### src/hdl/refract_direction_defines.svh
// ---------------------------------------------------------------------------
// refract_direction_defines.svh
// Assertion macros shared by the refraction datapath. Clock is clk and reset
// is rst_n in every module that uses them.
// ---------------------------------------------------------------------------
`ifndef REFRACT_DIRECTION_DEFINES_SVH
`define REFRACT_DIRECTION_DEFINES_SVH

// Same-cycle implication
`define RD_ASSERT_NOW(lbl, ante, cons) \
  lbl: assert property (@(posedge clk) disable iff (!rst_n) (ante) |-> (cons)) \
    else $error("refract_direction: same-cycle check failed");

// Next-cycle implication
`define RD_ASSERT_NEXT(lbl, ante, cons) \
  lbl: assert property (@(posedge clk) disable iff (!rst_n) (ante) |=> (cons)) \
    else $error("refract_direction: next-cycle check failed");

// Implication after a fixed number of cycles
`define RD_ASSERT_AFTER(lbl, ante, n, cons) \
  lbl: assert property (@(posedge clk) disable iff (!rst_n) (ante) |-> ##n (cons)) \
    else $error("refract_direction: delayed check failed");

`endif

### src/hdl/rd_delay.sv
// ---------------------------------------------------------------------------
// rd_delay
// Fixed-length payload delay line that keeps side data aligned with the
// long arithmetic pipelines.
// ---------------------------------------------------------------------------
module rd_delay #(
  parameter int W = 8,
  parameter int N = 2
) (
  input  logic         clk,
  input  logic [W-1:0] din,
  output logic [W-1:0] dout
);

  logic [W-1:0] tap_r [N];

  // Shift one tap per cycle
  always_ff @(posedge clk) begin
    tap_r[0] <= din;
    for (int k = 1; k < N; k++) begin
      tap_r[k] <= tap_r[k-1];
    end
  end

  assign dout = tap_r[N-1];

endmodule

### config.mk
export PLATFORM = sky130hd
export DESIGN_NAME = rd_delay
export DESIGN_NICKNAME = d
export VERILOG_FILES = /design/src/hdl/refract_direction_defines.svh /design/src/hdl/rd_delay.sv
export SDC_FILE = /design/constraint.sdc
export NUM_CORES = 1
export LEC_CHECK = 0
export BUFFER_PORTS_ARGS = -buffer_cell sky130_fd_sc_hd__clkbuf_2
export CAP_MARGIN = 25
export CORE_AREA = 5 5 42 44
export CTS_CLUSTER_DIAMETER = 150
export DETAILED_ROUTE_END_ITERATION = 8
export DIE_AREA = 0 0 47 49
export GPL_TIMING_DRIVEN = 0
export PLACE_DENSITY = 0.6
export SYNTH_ARGS = -nofsm -noshare
export SYNTH_HDL_FRONTEND = slang
export SYNTH_SLANG_ARGS = --single-unit
### constraint.sdc
create_clock -name clk -period 1.72 [get_ports clk]
set_clock_uncertainty 0.1 [all_clocks]
set_input_delay 0.344 -clock clk [delete_from_list [all_inputs] [get_ports clk]]
set_output_delay 0.344 -clock clk [all_outputs]
set_load 0.005 [all_outputs]
==> results.json <==
{
  "status": "complete, no violations",
  "grt_pass1_vias": 155,
  "nets": 54,
  "ant_nets": 0,
  "die_area_um2": 2300,
  "path_clk_slew_ns": 0.08,
  "top_regs": "tap_r: 16 flops",
  "final-seq-area_um2": 320,
  "syn-cell-area_um2": 380,
  "post-route-drc-count": 0,
  "cp_data_arrival_time_ns": 0.80,
  "antenna_found_initial": 0,
  "slew_violations": 0,
  "cts_num_sinks": 16,
  "avgSynthCellArea_um2": 15.8,
  "cts-root-buf": "clkbuf_4",
  "syn-num-nets": 33,
  "ys_ff_latch": 16,
  "wire_per_inst_um": 6.95,
  "cts_tree": "built",
  "cts_resized": 0,
  "place.gp.congestion": 0.510,
  "cts_buffer_depth": 2,
  "syn_inst": 24,
  "final_area_um2": 517,
  "drt_first_pass_iters": 1,
  "multi_input_comb_cells": 0,
  "multi_input_area_um2": 0,
  "setup_viol": 0,
  "numCtsBuffers": 3,
  "leakage_nw": 0.261,
  "clk_latency_ns": 0.27,
  "largest_register_ffs": 16,
  "max_freq_mhz": 807,
  "fin_tns_setup_ns": 0,
  "crit_path_end_kind": "output port",
  "worstSetupPathType": "flop to output port",
  "synth_top_cell_area_share_pct": 84.2,
  "area_growth_pct": 35.9,
  "seq_area_frac_synth_pct": 84.2,
  "grt_max_degree": 10,
  "crit_fanout": 1,
  "dieHeight_um": 49,
  "fillerInstances": 148,
  "num_antenna_cells": 0,
  "gr-usage-all-layers_pct": 4.26,
  "netlist_top_cells_area": "dfxtp_1 84%, buf_4 16%",
  "maxCapViolCount": 0,
  "fin_crit_sh_pct": 72.1,
  "rsz0062_at_grt": "no",
  "io_pins": 17,
  "crit_start": "tap_r[0][12]",
  "min_from": "din[5]",
  "fp-row-count": 14,
  "grt-ovfl-total": 0,
  "start_kind": "flop",
  "dpl_cell_area_um2": 480,
  "synth_cell_types": 2,
  "crit_required_ns": 1.28,
  "tightest_slew_ns": 0.0801,
  "top_register": "tap_r",
  "holdBufCountCts": 0,
  "timing.final.crit_period_ns": 1.24,
  "layout.cells.non_filler": 60,
  "power.density_nw_per_um2": 1270,
  "drt_iter0_drc": 0,
  "grt_pass1_wl_um": 634,
  "fp.dieW_um": 47,
  "via_count": 175,
  "vdd_drop_max_v": 0.000448,
  "placed_cells": 56,
  "wl_um": 417,
  "postCtsSetupBuffers": 0,
  "hold_viol": 0,
  "rr_startpoint": "tap_r[0][2]",
  "initial_utilization_pct": 27.1,
  "drive_gt1_share_pct": 63.6,
  "h-tree-depth": 1,
  "max-slew-margin-rel_pct": 94.7,
  "coreArea_um2": 1400,
  "viasPerCell": 2.92,
  "port_buffers": 16,
  "hold_class": "primary input to flop",
  "yosysTopAreaCell": "dfxtp_1",
  "synth_warnings": 0
}
[critical path, stage by stage (launching register included)]
cell	delay, ns
dfxtp_1	0.31
buf_4	0.12
clkbuf_2	0.10
[per-stage QoR]
step / util, % / total power [W] / hold slack [ns] / setup slack, ns
after floorplan: - / 0.000417 / 0.210 / 0.883
after global placement: 34.3 / 0.000435 / 0.210 / 0.782
after detailed placement: 34.3 / 0.000436 / 0.212 / 0.776
after CTS: 36.9 / 0.000663 / 0.0574 / 0.466
after global routing: 36.9 / 0.000683 / 0.0521 / 0.435
final: 36.9 / 0.000654 / 0.0663 / 0.481
[cells in the final DEF (no fill, tap or decap), drive strengths merged]
cell / synthesis / routed
dfxtp: 16 / 16
buf: 8 / 8
clkbuf: 0 / 20
[metal layers]
layer  vias up  share of wire, %  track usage [%]
li1        103                 -                -
met1        61                41             5.39
met2        11                38             3.39
met3         0                21             3.32
met4         0                 0             5.53
met5         -                 0                0
[kinds of logic after synthesis]
kind of cell,Yosys count,share of synthesized area [%]
DFF,16,84.2
buffers and inverters,8,15.8
[where the power goes]
part,internal (W),switching [W],leakage [nW]
clock network,0.000129,0.0000998,0.0210
registers,0.000390,0.00000407,0.135
logic,0.0000235,0.00000832,0.105
[synth_stat cells]
library cell / count
buf_4: 8
dfxtp_1: 16
[path summary, 6_finish.rpt]
path	to	slack, ns	depth (start not counted)
min reg2reg	tap_r[0][14]	0.23	0
max reg2reg	tap_r[0][10]	1.22	0
max	dout[4]	0.48	2
min	tap_r[0][5]	0.07	1
[final cells by class]
cell class / count / area share, %
well taps: 16 / 3.87
repair buffers: 16 / 15.5
plain buffers: 8 / 11.6
clock buffers: 4 / 7.02
flip-flops and latches: 16 / 62.0
(Power assumes the default switching activity.)
