<file path="src/hdl/refract_direction_defines.svh">
// ---------------------------------------------------------------------------
// refract_direction_defines.svh
// Assertion macros shared by the refraction datapath. Clock is clk and reset
// is rst_n in every module that uses them.
// ---------------------------------------------------------------------------
`ifndef REFRACT_DIRECTION_DEFINES_SVH
`define REFRACT_DIRECTION_DEFINES_SVH

// Same-cycle implication
`define RD_ASSERT_NOW(lbl, ante, cons) \
  lbl: assert property (@(posedge clk) disable iff (!rst_n) (ante) |-> (cons)) \
    else $error("refract_direction: same-cycle check failed");

// Next-cycle implication
`define RD_ASSERT_NEXT(lbl, ante, cons) \
  lbl: assert property (@(posedge clk) disable iff (!rst_n) (ante) |=> (cons)) \
    else $error("refract_direction: next-cycle check failed");

// Implication after a fixed number of cycles
`define RD_ASSERT_AFTER(lbl, ante, n, cons) \
  lbl: assert property (@(posedge clk) disable iff (!rst_n) (ante) |-> ##n (cons)) \
    else $error("refract_direction: delayed check failed");

`endif

</file>
<file path="src/hdl/rd_div.sv">
// ---------------------------------------------------------------------------
// rd_div
// Pipelined restoring divider, one quotient bit per stage. The quotient is
// known to fit Q_W bits.
// ---------------------------------------------------------------------------
module rd_div #(
  parameter int NUM_W = 61,
  parameter int DEN_W = 31,
  parameter int Q_W   = 32
) (
  input  logic             clk,
  input  logic             rst_n,
  input  logic             in_vld,
  input  logic [NUM_W-1:0] num,
  input  logic [DEN_W-1:0] den,
  output logic             out_vld,
  output logic [Q_W-1:0]   quo
);

  logic [Q_W-1:0]   vld_r;
  logic [DEN_W-1:0] rem_r [Q_W];
  logic [DEN_W-1:0] den_r [Q_W];
  logic [Q_W-1:0]   low_r [Q_W];
  logic [Q_W-1:0]   quo_r [Q_W];

  for (genvar k = 0; k < Q_W; k++) begin : g_stage
    logic             vld_i;
    logic [DEN_W-1:0] rem_i;
    logic [DEN_W-1:0] den_i;
    logic [Q_W-1:0]   low_i;
    logic [Q_W-1:0]   quo_i;
    logic [DEN_W:0]   trial;
    logic [DEN_W:0]   diff;
    logic             ge;

    if (k == 0) begin : g_first
      assign vld_i = in_vld;
      assign rem_i = DEN_W'(num[NUM_W-1:Q_W]);
      assign den_i = den;
      assign low_i = num[Q_W-1:0];
      assign quo_i = '0;
    end else begin : g_next
      assign vld_i = vld_r[k-1];
      assign rem_i = rem_r[k-1];
      assign den_i = den_r[k-1];
      assign low_i = low_r[k-1];
      assign quo_i = quo_r[k-1];
    end

    // Shift in one numerator bit and trial-subtract the divisor
    always_comb begin
      trial = {rem_i, low_i[Q_W-1]};
      diff  = trial - {1'b0, den_i};
      ge    = (trial >= {1'b0, den_i});
    end

    always_ff @(posedge clk) begin
      if (!rst_n) begin
        vld_r[k] <= 1'b0;
      end else begin
        vld_r[k] <= vld_i;
      end
    end

    always_ff @(posedge clk) begin
      rem_r[k] <= ge ? diff[DEN_W-1:0] : trial[DEN_W-1:0];
      den_r[k] <= den_i;
      low_r[k] <= low_i << 1;
      quo_r[k] <= {quo_i[Q_W-2:0], ge};
    end
  end

  assign out_vld = vld_r[Q_W-1];
  assign quo     = quo_r[Q_W-1];

endmodule

</file>
<file path="config.mk">
export PLATFORM = sky130hd
export DESIGN_NAME = rd_div
export DESIGN_NICKNAME = d
export VERILOG_FILES = /design/src/hdl/refract_direction_defines.svh /design/src/hdl/rd_div.sv
export SDC_FILE = /design/constraint.sdc
export NUM_CORES = 2
export LEC_CHECK = 0
export BUFFER_PORTS_ARGS = -buffer_cell sky130_fd_sc_hd__buf_4
export CAP_MARGIN = 20
export CORE_MARGIN = 5
export CORE_UTILIZATION = 60
export CTS_CLUSTER_SIZE = 25
export DETAILED_ROUTE_END_ITERATION = 12
export PLACE_DENSITY = 0.87
export SETUP_SLACK_MARGIN = 0.2
export SLEW_MARGIN = 20
export SYNTH_ARGS = -nofsm -noshare
export SYNTH_HDL_FRONTEND = slang
export SYNTH_SLANG_ARGS = --single-unit
</file>
<file path="constraint.sdc">
create_clock -name clk -period 3.9 [get_ports clk]
set_input_delay 0.78 -clock clk [delete_from_list [all_inputs] [get_ports clk]]
set_output_delay 0.78 -clock clk [all_outputs]
set_load 0.05 [all_outputs]
</file>
==> key figures <==
Setup path
  – Critical-path top delay cell: a211oi_4
  – R2R Path Start: den_r[0][217]
  – WS Path Type: reg2reg
  – Crit. End Element: flop
  – Slowest cell delay on critical path: between 0.5 and 0.6 ns
  – Crit path max fanout: 46
  – End of the worst register-to-register path: rem_r[0][253]
  – Worst path bufs/invs: 3
  – Crit path max-delay family: compound AO/OA/AOI/OAI gates
  – CP most frequent cell: o21ai_0
  – Critical-path cell list: ha_1 > fa_1 > nor2b_1 > o21ai_1 > a21boi_1 > o21ai_0 > a21oi_2 > o21ai_0 > buf_4 > a2111oi_1 > buf_4 > a211oi_4 > buf_12 > nand2_1 > o21ai_0
  – Critical path startpoint category: flop
  – Worst EP arrival: ~4.5 ns
  – CP required: about 4.8 ns
  – CP endpoint: rem_r[0][253]
  – Worst Setup SP: den_r[0][217]
  – CP Depth: 15
  – R2R depth: 15
  – FF-to-FF setup slack: 0.24 ns

Timing
  – WHS: between 0.07 and 0.08 ns
  – Max-slew violation count: 0
  – Period utilisation layout: 93.9%
  – Setup TNS: 0 ns
  – Endpoints failing setup: 0
  – Slew @ Worst Pin: ~0.89 ns
  – FMAX: roughly 270 MHz
  – Setup Skew: 0.0707 ns
  – Slew headroom: 40.2%
  – RSZ-0062 raised after global routing: yes
  – Tmin final: between 3 and 4 ns
  – Final Hold Viols: 0

Die
  – CORE AREA: about 0.2 sq mm
  – Die X-Extent: ~460 um
  – Initial Utilization: approximately three fifths
  – Die Y: roughly 460 um
  – I/O Pins: around 130
  – Row count: 164
  – Die area: ~0.21 sq mm

Yosys
  – Mapped Area: 0.121 sq mm
  – Seq/Total Area, Yosys: about half
  – Most instantiated library cell after synthesis: dfxtp_1
  – Synth top area share: between 40 and 50%
  – Post-synth EDFFs: 0
  – Synth async-reset ratio: 0%
  – Ys Warns: 0
  – Area contributors post-synth: dfxtp_1, ha_1, a21oi_1
  – Area leader, netlist: dfxtp_1
  – Avg Synthesized Cell Area: approximately 9.9 sq um
  – Post-synth top cells: dfxtp_1, inv_1, a21oi_1
  – Cells after synthesis: 12,200
  – Synth Register Bits: 2,978
  – Syn Nets: between 10,000 and 15,000
  – Ys flop type: dfxtp_1
  – Library cells used by synthesis: about 100

Clocking
  – CTS clk-pin slew, worst paths: 0.07 ns
  – Sink Count: slightly below 3,000
  – Longest Clk Path Bufs: 4
  – Htree depth: 5
  – Root buffer cell: clkbuf_16
  – Skew-Pair Late Insertion Delay: between 0.9 and 1 ns
  – CTS Buf Count: around 310
  – TritonCTS clock tree: done

Placement
  – Dpl hpwl: 185,000 um
  – Placed cell count: approximately 15,000
  – GPL Wtd Cong: a little over 0.9
  – Post-DP Area: 0.126 sq mm
  – Port bufs: about 130

Pwr
  – P per Cell Area: approximately 980 mW/mm^2
  – Leakage: about 0.064 uW
  – Worst vdd ir: about 0.65 mV

Cells and area
  – Final non-filler cell total: around 15,000
  – Fraction of layout cells with a size suffix above 1: about a tenth
  – Total Nets Final: 13,700
  – Layout Utilization: 68.7%
  – Area grow syn2layout: 13.8%
  – Fillers: between 10,000 and 15,000
  – Post-route cell area: around 0.14 sq mm

Route
  – WL/cell: approximately 17 um
  – Iter 0 DRT Violations: 6,649
  – Vias per inst: ~5.7
  – Pre-antenna DRT Iters: 8
  – WL final: 268,000 um
  – # DRC: 0
  – Antenna-violating nets left: 0
  – DR vias: slightly below 90,000

Global routing
  – Global Route Usage Sum: around a quarter
  – Initial antenna violation count: 3
  – Vias in the first global route: 88,300
  – First-pass GRT wire length: ~430,000 um
  – Pin count of the biggest net entering global routing: 63
  – GRT overflow: 0

Job
  – Max-Cap Viols: 0

Min path
  – Min-delay worst type: in2reg

Status
  – Status: finished, final reports clean
[power breakdown]
| group | switching [uW] | internal, uW | leakage, uW |
|---|---|---|---|
| sequential | 4480 | 39500 | 0.0251 |
| combinational | 33700 | 27800 | 0.0339 |
| clock | 11700 | 18000 | 0.00506 |
| total | 49900 | 85300 | 0.0641 |
[per-layer routing]
layer | routed length (um) | track usage (%) | vias up
met5 | 0 | 0 | -
met4 | 12400 | 11.1 | 0
met3 | 15200 | 3.63 | 802
met2 | 133000 | 44.1 | 2936
met1 | 108000 | 29.0 | 41300
li1 | - | - | 42800
[logic make-up (layout without fill, tap and decap cells)]
logic type                 count (synthesis)  count (layout)  share of synthesized area, %
buffers and inverters                   1472            2117                          4.66
adders and majority gates               1022            1022                          10.8
muxes                                    395             395                          3.74
AOI/OAI and AO/OA                       3127            3128                          16.2
other                                      0               1                             0
DFF                                     2978            2978                          49.3
xor gates and xnor gates                 818             818                          5.93
and+or+nand+nor                         2365            2365                          9.34
[tightest hold or removal path: stages]
cell and delay, ns:
buf_4 0.09, nand2_1 0.04, o21ai_0 0.05
[sequential cells by signal, indices dropped and copies added (netlist names)]
register / count
rem_r: 961
low_r: 496
g_stage.vld_i: 31
den_r: 961
quo_r: 528
out_vld: 1
[area by class of cell]
cell class,instances,area (sq um),share of cell area [%]
antenna,1,2.50,0.00182
clock buffer,405,8650,6.29
clock inverter,115,1600,1.17
inverter,1225,4600,3.34
multi-input combinational,7728,56300,40.9
sequential,2978,59600,43.3
tap,2656,3320,2.42
timing repair buffer,372,3460,2.52
[repair_timing]
action / in CTS / in global routing
resized for setup: 9 / 106
endpoints found under the setup margin: 76 / 487
pin swaps: 4 / 24
cloned: 2 / 5
buffers inserted: 3 / 12
hold buffers: 81 / 0
endpoints found under the hold margin: 81 / 0
[worst min-delay path by stage]
stage,cells after the start,from,endpoint,slack [ns]
floorplan,0,low_r[0][68],low_r[0][100],0.31
global placement,0,quo_r[1][420],quo_r[1][453],0.31
detailed placement,0,low_r[0][85],low_r[0][117],0.31
CTS,2,num[35],rem_r[0][4],0.02
global route,2,num[35],rem_r[0][4],0.05
finish,3,num[59],rem_r[0][28],0.08
[layout by cell type (no fill, tap or decap), types with 41 or more instances in the layout]
cell,instances
o21a_1,135
nand2b_1,140
nand2_1,681
nor2b_1,143
clkbuf_8,54
o21bai_1,115
dfxtp_1,2977
a21o_1,545
nand4_1,162
a211oi_1,73
mux2_2,342
and2_1,64
xnor2_1,492
nor2_1,673
nand3_1,116
dlygate4sd3_1,81
nor3_1,120
xor2_1,326
buf_4,252
clkbuf_16,315
a21oi_1,979
a21boi_0,42
clkinv_2,53
and3_1,80
a31oi_1,101
ha_1,990
or3_1,44
clkbuf_1,41
inv_1,1224
o31ai_1,57
o21ai_0,678
[stage by stage]
step	setup slack [ns]	total power [uW]
6_report	0.238	135000
5_1_grt	0.134	144000
4_1_cts	0.203	134000
3_5_place_dp	0.0185	102000
3_3_place_gp	-0.00564	100000
2_1_floorplan	0.544	88500
No activity file was read; power rests on OpenSTA's default activity.
